===== src/hdl/hcp_pkg.sv =====
`timescale 1ns / 1ps

package hcp_pkg;

    // Alphabet and character mapping
    localparam int ALPHABET    = 89;
    localparam int OFFSET      = 34;
    localparam int SYM_W       = 7;
    localparam int CHAR_W      = 8;
    localparam int PROD_W      = 2 * SYM_W;
    localparam int SUM_W       = PROD_W + 1;

    // (code - OFFSET) mod ALPHABET, with code taken in offset binary (code + 128)
    localparam int SYM_BIAS    = 2 * ALPHABET - (1 << (CHAR_W - 1)) - OFFSET;
    localparam int SYM_ACC_W   = CHAR_W + 1;

    // Reciprocal for reduction mod ALPHABET (floor, so one correction step)
    localparam int RECIP_SHIFT = 16;
    localparam int RECIP       = (1 << RECIP_SHIFT) / ALPHABET;
    localparam int RECIP_W     = $clog2(RECIP + 1);
    localparam int RPROD_W     = SUM_W + RECIP_W;
    localparam int QUOT_W      = RPROD_W - RECIP_SHIFT;

    // Pair queue between front and back
    localparam int QDEPTH      = 4;
    localparam int QPTR_W      = $clog2(QDEPTH);
    localparam int QCNT_W      = $clog2(QDEPTH + 1);

    // Key derivation pipeline depth, and hold-off counter
    localparam int KEY_LAT     = 5;
    localparam int KCNT_W      = $clog2(KEY_LAT + 1);

    // Configuration port
    localparam int CFG_IDX_W   = 3;
    localparam int CFG_DATA_W  = SYM_W;

    typedef enum logic [CFG_IDX_W-1:0] {
        REG_KEY_TL     = 3'd0,
        REG_KEY_TR     = 3'd1,
        REG_KEY_BL     = 3'd2,
        REG_KEY_BR     = 3'd3,
        REG_DIRECTION  = 3'd4
    } t_cfg_reg;

    typedef logic [SYM_W-1:0] t_sym;

    typedef struct packed {
        t_sym x;
        t_sym y;
    } t_pair;

    // Effective matrix handed from key unit to back end
    typedef struct packed {
        t_sym m00;
        t_sym m01;
        t_sym m10;
        t_sym m11;
        logic singular;
        logic ready;
    } t_key;

    typedef logic [(1 << SYM_W)-1:0][SYM_W-1:0] t_inv_tab;

    // Inverse table mod ALPHABET, built at elaboration; entry 0 unused
    function automatic t_inv_tab build_inv_tab();
        t_inv_tab tab;
        tab = '0;
        for (int i = 1; i < ALPHABET; i++) begin
            for (int j = 1; j < ALPHABET; j++) begin
                if (((i * j) % ALPHABET) == 1) begin
                    tab[i] = SYM_W'(j);
                end
            end
        end
        return tab;
    endfunction

    localparam t_inv_tab INV_TAB = build_inv_tab();

    // Key entry 0..127 down to 0..88
    function automatic t_sym red_key(input t_sym k);
        return (k >= SYM_W'(ALPHABET)) ? k - SYM_W'(ALPHABET) : k;
    endfunction

    // Additive inverse mod ALPHABET of a reduced value
    function automatic t_sym neg_sym(input t_sym k);
        return (k == '0) ? '0 : SYM_W'(ALPHABET) - k;
    endfunction

    // Reduce a value below 2*ALPHABET*ALPHABET mod ALPHABET:
    // quotient estimate by reciprocal, then one conditional subtract
    function automatic t_sym mod_alpha(input logic [SUM_W-1:0] p);
        logic [RPROD_W-1:0] prod;
        logic [QUOT_W-1:0]  quot;
        logic [SUM_W-1:0]   qm;
        logic [SUM_W-1:0]   rem;
        prod = RPROD_W'(p) * RPROD_W'(RECIP);
        quot = prod[RPROD_W-1:RECIP_SHIFT];
        qm   = SUM_W'(quot) * SUM_W'(ALPHABET);
        rem  = p - qm;
        if (rem >= SUM_W'(ALPHABET)) begin
            rem = rem - SUM_W'(ALPHABET);
        end
        return SYM_W'(rem);
    endfunction

    // Signed character code to symbol
    function automatic t_sym to_symbol(input logic [CHAR_W-1:0] code);
        logic [SYM_ACC_W-1:0] v;
        v = {1'b0, ~code[CHAR_W-1], code[CHAR_W-2:0]} + SYM_ACC_W'(SYM_BIAS);
        if (v >= SYM_ACC_W'(2 * ALPHABET)) begin
            v = v - SYM_ACC_W'(2 * ALPHABET);
        end
        if (v >= SYM_ACC_W'(ALPHABET)) begin
            v = v - SYM_ACC_W'(ALPHABET);
        end
        return SYM_W'(v);
    endfunction

endpackage


===== src/hdl/hcp_key.sv =====
`timescale 1ns / 1ps

module hcp_key (
    input  logic                             i_clk,
    input  logic                             i_rst_n,
    input  logic                             i_cfg_we,
    input  logic [hcp_pkg::CFG_IDX_W-1:0]    i_cfg_idx,
    input  logic [hcp_pkg::CFG_DATA_W-1:0]   i_cfg_data,
    output hcp_pkg::t_key                    o_key
);

    // Configuration registers
    hcp_pkg::t_sym r_k_tl, r_k_tr, r_k_bl, r_k_br;
    logic          r_dir;
    logic [hcp_pkg::KCNT_W-1:0] r_hold_cnt;

    // Derivation pipeline
    hcp_pkg::t_sym r_kr00, r_kr01, r_kr10, r_kr11;
    logic [hcp_pkg::PROD_W-1:0] r_ad, r_bc;
    hcp_pkg::t_sym r_det;
    hcp_pkg::t_sym r_inv;
    logic          r_sing3, r_sing4, r_sing5;
    logic [hcp_pkg::PROD_W-1:0] r_p00, r_p01, r_p10, r_p11;
    hcp_pkg::t_sym r_m00, r_m01, r_m10, r_m11;

    hcp_pkg::t_sym adm, bcm, det;

    // Register writes
    always_ff @(posedge i_clk) begin
        if (!i_rst_n) begin
            r_k_tl <= hcp_pkg::SYM_W'(5);
            r_k_tr <= hcp_pkg::SYM_W'(4);
            r_k_bl <= hcp_pkg::SYM_W'(3);
            r_k_br <= hcp_pkg::SYM_W'(1);
            r_dir  <= 1'b0;
        end else if (i_cfg_we) begin
            case (hcp_pkg::t_cfg_reg'(i_cfg_idx))
                hcp_pkg::REG_KEY_TL:    r_k_tl <= i_cfg_data;
                hcp_pkg::REG_KEY_TR:    r_k_tr <= i_cfg_data;
                hcp_pkg::REG_KEY_BL:    r_k_bl <= i_cfg_data;
                hcp_pkg::REG_KEY_BR:    r_k_br <= i_cfg_data;
                hcp_pkg::REG_DIRECTION: r_dir  <= i_cfg_data[0];
                default: ;
            endcase
        end
    end

    // Hold off new pairs until the matrix has run through the pipeline
    always_ff @(posedge i_clk) begin
        if (!i_rst_n) begin
            r_hold_cnt <= hcp_pkg::KCNT_W'(hcp_pkg::KEY_LAT);
        end else if (i_cfg_we) begin
            r_hold_cnt <= hcp_pkg::KCNT_W'(hcp_pkg::KEY_LAT);
        end else if (r_hold_cnt != '0) begin
            r_hold_cnt <= r_hold_cnt - 1'b1;
        end
    end

    // Determinant: difference of reduced cross products
    always_comb begin
        adm = hcp_pkg::mod_alpha(hcp_pkg::SUM_W'(r_ad));
        bcm = hcp_pkg::mod_alpha(hcp_pkg::SUM_W'(r_bc));
        det = (adm >= bcm) ? adm - bcm : adm + (hcp_pkg::SYM_W'(hcp_pkg::ALPHABET) - bcm);
    end

    always_ff @(posedge i_clk) begin
        // stage 1: reduce entries, cross products
        r_kr00 <= hcp_pkg::red_key(r_k_tl);
        r_kr01 <= hcp_pkg::red_key(r_k_tr);
        r_kr10 <= hcp_pkg::red_key(r_k_bl);
        r_kr11 <= hcp_pkg::red_key(r_k_br);
        r_ad   <= hcp_pkg::PROD_W'(hcp_pkg::red_key(r_k_tl))
                * hcp_pkg::PROD_W'(hcp_pkg::red_key(r_k_br));
        r_bc   <= hcp_pkg::PROD_W'(hcp_pkg::red_key(r_k_tr))
                * hcp_pkg::PROD_W'(hcp_pkg::red_key(r_k_bl));
        // stage 2: determinant
        r_det  <= det;
        // stage 3: inverse lookup, -1 stands in when singular
        if (r_det == '0) begin
            r_inv <= hcp_pkg::SYM_W'(hcp_pkg::ALPHABET - 1);
        end else begin
            r_inv <= hcp_pkg::INV_TAB[r_det];
        end
        r_sing3 <= r_dir && (r_det == '0);
        // stage 4: adjugate times inverse, or the key itself
        if (r_dir) begin
            r_p00 <= hcp_pkg::PROD_W'(r_kr11) * hcp_pkg::PROD_W'(r_inv);
            r_p01 <= hcp_pkg::PROD_W'(hcp_pkg::neg_sym(r_kr01)) * hcp_pkg::PROD_W'(r_inv);
            r_p10 <= hcp_pkg::PROD_W'(hcp_pkg::neg_sym(r_kr10)) * hcp_pkg::PROD_W'(r_inv);
            r_p11 <= hcp_pkg::PROD_W'(r_kr00) * hcp_pkg::PROD_W'(r_inv);
        end else begin
            r_p00 <= hcp_pkg::PROD_W'(r_kr00);
            r_p01 <= hcp_pkg::PROD_W'(r_kr01);
            r_p10 <= hcp_pkg::PROD_W'(r_kr10);
            r_p11 <= hcp_pkg::PROD_W'(r_kr11);
        end
        r_sing4 <= r_sing3;
        // stage 5: reduce
        r_m00   <= hcp_pkg::mod_alpha(hcp_pkg::SUM_W'(r_p00));
        r_m01   <= hcp_pkg::mod_alpha(hcp_pkg::SUM_W'(r_p01));
        r_m10   <= hcp_pkg::mod_alpha(hcp_pkg::SUM_W'(r_p10));
        r_m11   <= hcp_pkg::mod_alpha(hcp_pkg::SUM_W'(r_p11));
        r_sing5 <= r_sing4;
    end

    assign o_key = '{m00: r_m00, m01: r_m01, m10: r_m10, m11: r_m11,
                     singular: r_sing5, ready: (r_hold_cnt == '0)};

    // Settled determinant is a proper residue
    a_det_range: assert property (@(posedge i_clk) disable iff (!i_rst_n)
        (r_hold_cnt == '0) |-> (r_det < hcp_pkg::SYM_W'(hcp_pkg::ALPHABET)))
        else $error("determinant out of range");

    // Singular flag only ever set in decrypt mode
    a_sing_dir: assert property (@(posedge i_clk) disable iff (!i_rst_n)
        ((r_hold_cnt == '0) && r_sing5) |-> r_dir)
        else $error("singular flag raised in encrypt mode");

endmodule


===== src/hdl/hcp_front.sv =====
`timescale 1ns / 1ps

module hcp_front (
    input  logic                               i_in_valid,
    input  logic signed [hcp_pkg::CHAR_W-1:0]  i_first_char,
    input  logic signed [hcp_pkg::CHAR_W-1:0]  i_second_char,
    input  logic                               i_key_ready,
    input  logic                               i_q_full,
    output logic                               o_in_ready,
    output logic                               o_push,
    output hcp_pkg::t_pair                     o_push_data
);

    // Take a pair when the key is settled and the queue has room
    assign o_in_ready = i_key_ready && !i_q_full;
    assign o_push     = i_in_valid && o_in_ready;

    // Character codes to symbols
    assign o_push_data = '{x: hcp_pkg::to_symbol(i_first_char),
                           y: hcp_pkg::to_symbol(i_second_char)};

endmodule


===== src/hdl/hcp_queue.sv =====
`timescale 1ns / 1ps

module hcp_queue (
    input  logic            i_clk,
    input  logic            i_rst_n,
    input  logic            i_push,
    input  hcp_pkg::t_pair  i_push_data,
    output logic            o_full,
    input  logic            i_pop,
    output logic            o_valid,
    output hcp_pkg::t_pair  o_pop_data
);

    hcp_pkg::t_pair r_mem [hcp_pkg::QDEPTH];
    logic [hcp_pkg::QPTR_W-1:0] r_wr_ptr, r_rd_ptr;
    logic [hcp_pkg::QCNT_W-1:0] r_cnt;

    assign o_full     = (r_cnt == hcp_pkg::QCNT_W'(hcp_pkg::QDEPTH));
    assign o_valid    = (r_cnt != '0);
    assign o_pop_data = r_mem[r_rd_ptr];

    // Storage
    always_ff @(posedge i_clk) begin
        if (i_push) begin
            r_mem[r_wr_ptr] <= i_push_data;
        end
    end

    // Pointers and fill count
    always_ff @(posedge i_clk) begin
        if (!i_rst_n) begin
            r_wr_ptr <= '0;
            r_rd_ptr <= '0;
            r_cnt    <= '0;
        end else begin
            if (i_push) begin
                r_wr_ptr <= r_wr_ptr + 1'b1;
            end
            if (i_pop) begin
                r_rd_ptr <= r_rd_ptr + 1'b1;
            end
            if (i_push && !i_pop) begin
                r_cnt <= r_cnt + 1'b1;
            end else if (!i_push && i_pop) begin
                r_cnt <= r_cnt - 1'b1;
            end
        end
    end

    a_cnt_bound: assert property (@(posedge i_clk) disable iff (!i_rst_n)
        r_cnt <= hcp_pkg::QCNT_W'(hcp_pkg::QDEPTH))
        else $error("queue count over depth");

    a_no_overrun: assert property (@(posedge i_clk) disable iff (!i_rst_n)
        !(i_push && o_full) && !(i_pop && !o_valid))
        else $error("queue pushed when full or popped when empty");

endmodule


===== src/hdl/hcp_back.sv =====
`timescale 1ns / 1ps

module hcp_back (
    input  logic                          i_clk,
    input  logic                          i_rst_n,
    input  logic                          i_q_valid,
    input  hcp_pkg::t_pair                i_q_data,
    input  hcp_pkg::t_key                 i_key,
    output logic                          o_pop,
    output logic                          o_out_valid,
    input  logic                          i_out_ready,
    output logic [hcp_pkg::SYM_W-1:0]     o_out_first,
    output logic [hcp_pkg::SYM_W-1:0]     o_out_second,
    output logic                          o_key_singular
);

    logic r_v1, r_v2;
    logic [hcp_pkg::PROD_W-1:0] r_p00, r_p01, r_p10, r_p11;
    hcp_pkg::t_sym r_first, r_second;
    logic          r_sing;
    logic          en1, en2;

    // Stage enables: a stage moves when the one after it can take its data
    assign en2   = !r_v2 || i_out_ready;
    assign en1   = !r_v1 || en2;
    assign o_pop = i_q_valid && en1;

    always_ff @(posedge i_clk) begin
        if (!i_rst_n) begin
            r_v1 <= 1'b0;
            r_v2 <= 1'b0;
        end else begin
            if (en1) begin
                r_v1 <= i_q_valid;
            end
            if (en2) begin
                r_v2 <= r_v1;
            end
        end
    end

    // Stage 1: matrix times symbol pair, four products
    always_ff @(posedge i_clk) begin
        if (o_pop) begin
            r_p00 <= hcp_pkg::PROD_W'(i_key.m00) * hcp_pkg::PROD_W'(i_q_data.x);
            r_p01 <= hcp_pkg::PROD_W'(i_key.m01) * hcp_pkg::PROD_W'(i_q_data.y);
            r_p10 <= hcp_pkg::PROD_W'(i_key.m10) * hcp_pkg::PROD_W'(i_q_data.x);
            r_p11 <= hcp_pkg::PROD_W'(i_key.m11) * hcp_pkg::PROD_W'(i_q_data.y);
        end
    end

    // Stage 2: row sums, reduce, back to character codes
    always_ff @(posedge i_clk) begin
        if (en2 && r_v1) begin
            r_first  <= hcp_pkg::mod_alpha(hcp_pkg::SUM_W'(r_p00) + hcp_pkg::SUM_W'(r_p01))
                      + hcp_pkg::SYM_W'(hcp_pkg::OFFSET);
            r_second <= hcp_pkg::mod_alpha(hcp_pkg::SUM_W'(r_p10) + hcp_pkg::SUM_W'(r_p11))
                      + hcp_pkg::SYM_W'(hcp_pkg::OFFSET);
            r_sing   <= i_key.singular;
        end
    end

    assign o_out_valid    = r_v2;
    assign o_out_first    = r_first;
    assign o_out_second   = r_second;
    assign o_key_singular = r_sing;

endmodule


===== src/hdl/hill_cipher_pair_mod89.sv =====
`timescale 1ns / 1ps

// 2x2 Hill cipher over an 89-symbol alphabet, one character pair per transaction.
// Input codes map to (code - 34) mod 89, output symbols map back to symbol + 34.
// Direction 0 encrypts with the key matrix; direction 1 decrypts with the adjugate
// times the inverse determinant, using 88 and raising key_singular when the
// determinant is zero mod 89. Throughput is one pair per cycle while the key is
// settled and i_out_ready is high; an accepted pair is written into the queue,
// then passes the product stage and the reduce stage into the output register.
// The effective matrix is rebuilt by a 5-stage key pipeline, so after reset and
// after any configuration write o_in_ready stays low until that pipeline settles.
// A 4-entry queue separates the input side from the arithmetic, so output stalls
// do not reach o_in_ready until it fills.
module hill_cipher_pair_mod89 (
    input  logic                               i_clk,
    input  logic                               i_rst_n,
    // configuration
    input  logic                               i_cfg_we,
    input  logic [hcp_pkg::CFG_IDX_W-1:0]      i_cfg_idx,
    input  logic [hcp_pkg::CFG_DATA_W-1:0]     i_cfg_data,
    // input pairs
    input  logic                               i_in_valid,
    output logic                               o_in_ready,
    input  logic signed [hcp_pkg::CHAR_W-1:0]  i_first_char,
    input  logic signed [hcp_pkg::CHAR_W-1:0]  i_second_char,
    // results
    output logic                               o_out_valid,
    input  logic                               i_out_ready,
    output logic [hcp_pkg::SYM_W-1:0]          o_out_first,
    output logic [hcp_pkg::SYM_W-1:0]          o_out_second,
    output logic                               o_key_singular
);

    hcp_pkg::t_key  key;
    hcp_pkg::t_pair push_data, pop_data;
    logic           push, pop, q_full, q_valid;

    hcp_key u_key (
        .i_clk      (i_clk),
        .i_rst_n    (i_rst_n),
        .i_cfg_we   (i_cfg_we),
        .i_cfg_idx  (i_cfg_idx),
        .i_cfg_data (i_cfg_data),
        .o_key      (key)
    );

    hcp_front u_front (
        .i_in_valid    (i_in_valid),
        .i_first_char  (i_first_char),
        .i_second_char (i_second_char),
        .i_key_ready   (key.ready),
        .i_q_full      (q_full),
        .o_in_ready    (o_in_ready),
        .o_push        (push),
        .o_push_data   (push_data)
    );

    hcp_queue u_queue (
        .i_clk       (i_clk),
        .i_rst_n     (i_rst_n),
        .i_push      (push),
        .i_push_data (push_data),
        .o_full      (q_full),
        .i_pop       (pop),
        .o_valid     (q_valid),
        .o_pop_data  (pop_data)
    );

    hcp_back u_back (
        .i_clk          (i_clk),
        .i_rst_n        (i_rst_n),
        .i_q_valid      (q_valid),
        .i_q_data       (pop_data),
        .i_key          (key),
        .o_pop          (pop),
        .o_out_valid    (o_out_valid),
        .i_out_ready    (i_out_ready),
        .o_out_first    (o_out_first),
        .o_out_second   (o_out_second),
        .o_key_singular (o_key_singular)
    );

    // Result codes always land in the printable band 34..122
    a_out_range: assert property (@(posedge i_clk) disable iff (!i_rst_n)
        o_out_valid |-> (o_out_first >= hcp_pkg::SYM_W'(hcp_pkg::OFFSET)
                      && o_out_first <= hcp_pkg::SYM_W'(hcp_pkg::OFFSET + hcp_pkg::ALPHABET - 1)
                      && o_out_second >= hcp_pkg::SYM_W'(hcp_pkg::OFFSET)
                      && o_out_second <= hcp_pkg::SYM_W'(hcp_pkg::OFFSET + hcp_pkg::ALPHABET - 1)))
        else $error("result code out of range");

endmodule


===== config.mk =====
export PLATFORM = sky130hd
export DESIGN_NAME = hill_cipher_pair_mod89
export DESIGN_NICKNAME = d
export VERILOG_FILES = /design/src/hdl/hcp_pkg.sv /design/src/hdl/hcp_key.sv /design/src/hdl/hcp_front.sv /design/src/hdl/hcp_queue.sv /design/src/hdl/hcp_back.sv /design/src/hdl/hill_cipher_pair_mod89.sv
export SDC_FILE = /design/constraint.sdc
export NUM_CORES = 2
export LEC_CHECK = 0
export BUFFER_PORTS_ARGS = -buffer_cell sky130_fd_sc_hd__buf_4
export CORE_MARGIN = 4
export CORE_UTILIZATION = 40
export CTS_BUF_LIST = sky130_fd_sc_hd__clkbuf_4
export CTS_CLUSTER_DIAMETER = 80
export DETAILED_ROUTE_END_ITERATION = 10
export GPL_TIMING_DRIVEN = 0
export SYNTH_ARGS = -nofsm -noshare
export SYNTH_HDL_FRONTEND = slang
export SYNTH_SLANG_ARGS = --single-unit

===== constraint.sdc =====
create_clock -name i_clk -period 9.5 [get_ports i_clk]
set_input_delay 0.475 -clock i_clk [delete_from_list [all_inputs] [get_ports i_clk]]
set_output_delay 0.475 -clock i_clk [all_outputs]
set_load 0.03 [all_outputs]

Word level (Yosys, flattened, before mapping)
Memory sizes are Yosys's and may differ from the RTL's. A register that Yosys moved wholly into a read port is not among the register bits.
Cells that the tools add are included.
Storage, ports and cells
  register bits after elaboration: 262
  RAM bits: 56
  ROM bits: 896
  input port bits: 31
  output and inout bits: 17
  word-level logic and storage cells: 192
  memories kept: 2
Operators by class
  add/subtract/negate cells: 40
  multiply operators: 26
  order comparisons: 17
  equality and inequality tests: 5
  multiplexer cells: 31
  bitwise logic cells: 3
  reduce and logical (&&, ||, !) cells: 28
Memory list
  (no name shown): depth 128, bits a word 7, rd ports 1, clocked after Yosys merged registers in 1, wr ports 0, line hcp_key.sv:82  | r_inv <= hcp_pkg::INV_TAB[r_det];
  u_queue.r_mem: depth 4, bits a word 14, rd ports 1, clocked after Yosys merged registers in 1, wr ports 1, line hcp_queue.sv:14  | hcp_pkg::t_pair r_mem [hcp_pkg::QDEPTH];
Operator list (number)
  $mux W7: 23
  $mul A7 B7 Y14: 10
  $ge A15 B7 Y1 const B: 8
  $mul A14 B5 Y19 const B: 6
  $sub A7 B7 Y7 const B: 14
  $mul A8 B7 Y15 const B: 6
  $sub A14 B15 Y15: 6
  $mul A15 B5 Y20 const B: 2
  $add A14 B14 Y15: 2
  $mul A9 B7 Y15 const B: 2
  $sub A15 B15 Y15: 2
  $ge A7 B7 Y1 const B: 4
  $logic_not A7 Y1: 3
  $sub A7 B7 Y7 const A: 3
  $add A8 B5 Y9 const B: 2
  $ge A9 B7 Y1 const B: 2
  $ge A9 B8 Y1 const B: 2
  $mux W9: 2
  $sub A9 B8 Y9 const B: 2
  $add A7 B6 Y7 const B: 2
  $reduce_and A2 Y1: 5
  $add A7 B7 Y7: 1
  $ge A7 B7 Y1: 1
  $logic_and A1 B1 Y1: 7
  other kinds (17): 33

Longest topological paths before layout
  depth after elaboration: 8
  gate-level depth with buffers: 48

By module
From an unflattened synthesis, not the netlist that was laid out.
Unflattened totals
  cells, all modules: 6140
  area, all modules: 55106.6 sq um
By module, submodules not included
  hcp_key: instances 1, cells an instance 4102, area an instance 35171.2 sq um, seq. area each 3783.6 sq um
  hcp_back: instances 1, cells an instance 1747, area an instance 16239.3 sq um, seq. area each 2172.1 sq um
  hcp_queue: instances 1, cells an instance 116, area an instance 2494.9 sq um, seq. area each 1861.8 sq um
  hcp_front: instances 1, cells an instance 175, area an instance 1201.2 sq um, seq. area each 0.0 sq um

Worst setup path after synthesis
Ideal clock, no wire load.
  path type: reg-to-reg
  from: register u_back.r_p01[1] in the netlist's numbering
  to: register u_back.r_first[5], in the netlist u_back.o_out_first[5], data pin
  setup time: 0.263 ns
  arrival time: 9.832 ns
  slack: -0.595 ns
  stages on the path, launching flop included: 44
  period minus slack after synthesis: 10.095 ns
  path through: edfxtp_1 -> ha_1 -> a21o_1 -> a21oi_1 -> o21bai_1 -> a21oi_1 -> o21bai_1 -> a21oi_1 -> xnor2_1 -> ha_1 -> fa_1 -> inv_1 -> fa_1 -> inv_1 -> ha_1 -> and3_1 -> and3_1 -> a221o_1 -> [... 8 more ...] -> fa_1 -> inv_1 -> fa_1 -> inv_1 -> ha_1 -> a21oi_1 -> o21ai_0 -> a41o_1 -> nor3_1 -> o21bai_1 -> a21oi_1 -> xnor2_1 -> xnor3_2 -> nor2_2 -> mux2i_1 -> ha_1 -> a21boi_0 -> xor2_1
On the way
  word-level cells in the longest chain between the ends: 8
  elaborated cells between the ends (all ways): 9
  classes of those cells: add/sub (4); mul (2); order compare (1); mux (2)
RTL lines
  start: declaration: line hcp_back.sv:18  | logic [hcp_pkg::PROD_W-1:0] r_p00, r_p01, r_p10, r_p11;
  start signal: assignment: line hcp_back.sv:46  | r_p01 <= hcp_pkg::PROD_W'(i_key.m01) * hcp_pkg::PROD_W'(i_q_data.y);
  $add A14 B14 Y15 (*): line hcp_back.sv:55  | r_first <= hcp_pkg::mod_alpha(hcp_pkg::SUM_W'(r_p00) + hcp_pkg::SUM_W'(r_p01))
  $mul A15 B5 Y20: line hcp_pkg.sv:97  | prod = RPROD_W'(p) * RPROD_W'(RECIP);
  $mul A9 B7 Y15: line hcp_pkg.sv:99  | qm = SUM_W'(quot) * SUM_W'(ALPHABET);
  $sub A15 B15 Y15 (*): line hcp_pkg.sv:100  | rem = p - qm;
  $ge A15 B7 Y1 / $sub A7 B7 Y7 (equally long branches): line hcp_pkg.sv:101, hcp_pkg.sv:102
  $mux W7 (*): line hcp_pkg.sv:101  | if (rem >= SUM_W'(ALPHABET)) begin
  $mux W7 (*): line hcp_back.sv:54  | if (en2 && r_v1) begin
  $add A7 B6 Y7 (*): line hcp_back.sv:56  | + hcp_pkg::SYM_W'(hcp_pkg::OFFSET);
  end signal: assignment: line hcp_back.sv:55
  end: declaration: line hcp_back.sv:19  | hcp_pkg::t_sym r_first, r_second;
Every way passes the cells marked *; elsewhere a longest branch is shown, timed or not. The select of a mux whose other input is x is not followed.
A chain may end at the register's enable or synchronous reset.

Final worst setup path
Ends and elaborated chain as after synthesis.

==> impl_metrics.env <==
export IMPL_status="finished with violations"
export IMPL_violations="negative setup slack"
export IMPL_clkLatencyLatePin_ns=0.96
export IMPL_synth_yosys_seq_area_share=0.1472
export IMPL_vias=38830
export IMPL_startpoint_type="flip-flop"
export IMPL_die_x_um=372.4
export IMPL_core_area_um2=131600
export IMPL_numClockSinks=327
export IMPL_max_freq_ghz=0.1024
export IMPL_crit_path_frequent_cell="fa_1"
export IMPL_io_buffer_count=46
export IMPL_worstMarginPinSlew_ns=1.249
export IMPL_vias_per_cell=4.871
export IMPL_final_nets=7754
export IMPL_final_common_cell="inv_1"
export IMPL_grt_busiest_layer="met2"
export IMPL_endpoint_kind="flip-flop"
export IMPL_drt_pass1_iter_count=7
export IMPL_fin_util=0.4489
export IMPL_hold_violations=0
export IMPL_grtUsageMet2=0.3035
export IMPL_slew_violations=0
export IMPL_routedWlPerCell_um=14.22
export IMPL_path_class="flip-flop to flip-flop"
export IMPL_num_io_pins=48
export IMPL_reg2regPathDepth=44
export IMPL_grt_max_degree=25
export IMPL_htreeDepth=3
export IMPL_fin_ws_ns=-0.2681
export IMPL_min_path_type="input pin to flip-flop"
export IMPL_netlist_instances=5886
export IMPL_r2r_start="u_back.r_p01[1]$_DFFE_PP_"
export IMPL_clk_path_buf_depth=3
export IMPL_cp_required_ns=10.11
export IMPL_drv_cap=0
export IMPL_clk_pin_slew_worst_paths_ns=0.07
export IMPL_final_cell_mix="inv_1 (1333), ha_1 (974), fa_1 (580)"
export IMPL_gr_usage_met1=0.2060
export IMPL_synth_enable_flop_cells=127
export IMPL_r2r_setup_slack_ns=-0.27
export IMPL_antenna_found_initial=5
export IMPL_crit_fanout=5
export IMPL_drive_gt1_frac=0.08668
export IMPL_dp_hpwl_mm=93.15
export IMPL_crit_buf_inv=6
export IMPL_slowest_stage="fa_1"
export IMPL_worstHoldEndpoint="u_queue.r_mem[2][10]$_DFFE_PP_"
export IMPL_chipHeight_um=372.4
export IMPL_synthDistinctLibCells=80
export IMPL_ys_ff_latch=327
export IMPL_cts_inserted_buffers=91
export IMPL_grt_total_usage=0.1676
export IMPL_final_setup_viol_count=6
export IMPL_rows=133
export IMPL_synth_ff_type="dfxtp_1"
export IMPL_area_growth_pct=11.22
export IMPL_final_min_clock_period_ns=9.768
export IMPL_route_detailed_drc=0
export IMPL_finClkSkew_ns=0.1047
export IMPL_cpLargestDelayFamily="adder cells"
export IMPL_cp_slowest_stage_delay_ns=0.50
export IMPL_grt_pass1_vias=40330
export IMPL_relSlewSlack=0.1674
export IMPL_initial_core_util=0.4036
export IMPL_r2r_end="u_back.o_out_first[5]$_DFFE_PP_"
export IMPL_rsz0062_at_grt="yes"
export IMPL_fillers=12810
export IMPL_cts_tree="done"
export IMPL_use_met3=0.02192
export IMPL_arrival_ns=10.38
export IMPL_final_antenna_net_count=0
export IMPL_cts_root_buf="clkbuf_4"
export IMPL_place_gp_congestion=0.8604
export IMPL_hold_path_depth=3
export IMPL_wl_mm=113.3
export IMPL_synthArstFlopShare=0
export IMPL_cp_depth=44
export IMPL_postSynthAreaPerCell_um2=9.025
export IMPL_holdCritStartpoint="i_first_char[3]"
export IMPL_netlist_area_um2=53120
export IMPL_post_route_period_util=1.028
export IMPL_grt_overflow=0
export IMPL_dieArea_um2=138700
export IMPL_synth_nets=7505
export IMPL_yosys_warnings=0
export IMPL_first_iter_violations=1536
export IMPL_grt_first_pass_wirelength_mm=193.0
==> area by class of cell <==
type,instances,area (um^2),share of cell area
tap,1755,2196,0.03717
multi-input combinational,4114,41110,0.6957
antenna,9,22.52,0.0003812
buffer,90,352.8,0.005972
clock buffer,126,945.9,0.01601
clock inverter,39,274.0,0.004638
timing repair buffer,156,1270,0.02149
inverter,1355,5086,0.08608
sequential,327,7830,0.1325
==> sequential cells by signal (all words and copies together), names as in the netlist, 14 cells and up, named ones only <==
register and count:
u_key.r_p10 14, u_back.r_p11 14, u_back.r_p01 14, u_key.r_ad 14, u_key.r_p11 14, u_key.r_p00 14, u_key.r_bc 14, u_key.r_p01 14
u_queue.r_mem 56, u_back.r_p00 14, u_back.r_p10 14
==> logic make-up (layout without fill, tap and decap cells) <==
kind of cell,after synthesis,after routing,share of synthesized area
xor gates and xnor gates,422,422,0.07038
AOI/OAI and AO/OA,826,826,0.09935
buffers and inverters,1445,1766,0.1022
other,0,9,0
DFF,327,327,0.1472
muxes,64,64,0.01604
adders and majority gates,1588,1588,0.4564
and+or+nand+nor,1214,1214,0.1085
==> worst reg2reg max path, delay by kind of cell, from the launching register on <==
family | cells | cell delay, ns
simple gates | 6 | 0.96
compound gates | 15 | 2.61
fa+ha+maj | 11 | 3.91
flops | 1 | 0.40
buf+inv | 6 | 0.41
xor+xnor | 5 | 0.87
mux | 1 | 0.25
==> synth_stat cells (127+ instances only) <==
cell type,count,area [um^2]
edfxtp_1,127,3814
fa_1,583,11670
ha_1,1005,12570
a21oi_1,262,1311
o21ai_0,150,750.7
nand2_1,487,1828
xnor2_1,285,2496
xor2_1,134,1174
dfxtp_1,200,4004
nor2_1,211,792.0
inv_1,1355,5086
and2_1,242,1514
==> how the worst max path moves through the flow <==
stage	startpoint	slack (ns)	to
6_report	u_back.r_p01[1]$_DFFE_PP_	-0.27	u_back.o_out_first[5]$_DFFE_PP_
5_1_grt	u_back.r_p01[1]$_DFFE_PP_	-0.72	u_back.o_out_first[5]$_DFFE_PP_
3_5_place_dp	u_back.r_p11[0]$_DFFE_PP_	-1.44	u_back.o_out_second[3]$_DFFE_PP_
4_1_cts	u_back.r_p00[0]$_DFFE_PP_	-0.31	u_back.o_out_first[5]$_DFFE_PP_
3_3_place_gp	u_back.r_p11[1]$_DFFE_PP_	-1.37	u_back.o_out_second[3]$_DFFE_PP_
2_1_floorplan	u_back.r_p00[1]$_DFFE_PP_	-0.004	u_back.o_out_first[3]$_DFFE_PP_
==> per-layer routing <==
metal,routed length [um],part of all wire
met1,50020,0.44
met2,56270,0.50
met4,3573,0.032
met3,3432,0.030
met5,20,0.00018
==> stage by stage <==
stage	worst slack, ns	hold slack (ns)	cells	area [um^2]	setup TNS (ns)
after floorplan	-0.003961	0.3096	5886	53230	-0.006606
after global placement	-1.365	0.3213	7687	55770	-15.96
after detailed placement	-1.442	0.3236	7689	55830	-17.44
after CTS	-0.3067	0.03425	7924	58160	-0.8922
after global routing	-0.7213	0.07621	7968	59080	-5.952
final	-0.2681	0.1678	7971	59080	-0.8425
==> timing repair <==
action / in CTS / in global routing
gates resized for setup: 113 / 122
setup buffers: 57 / 39
setup endpoints to repair: 21 / 21
hold buffers: 19 / 0
hold endpoints to repair: 38 / 0
pin swaps: 65 / 69
Power is not shown: default switching activity piles up to over one toggle a cycle in this logic, so the estimate is an artifact.
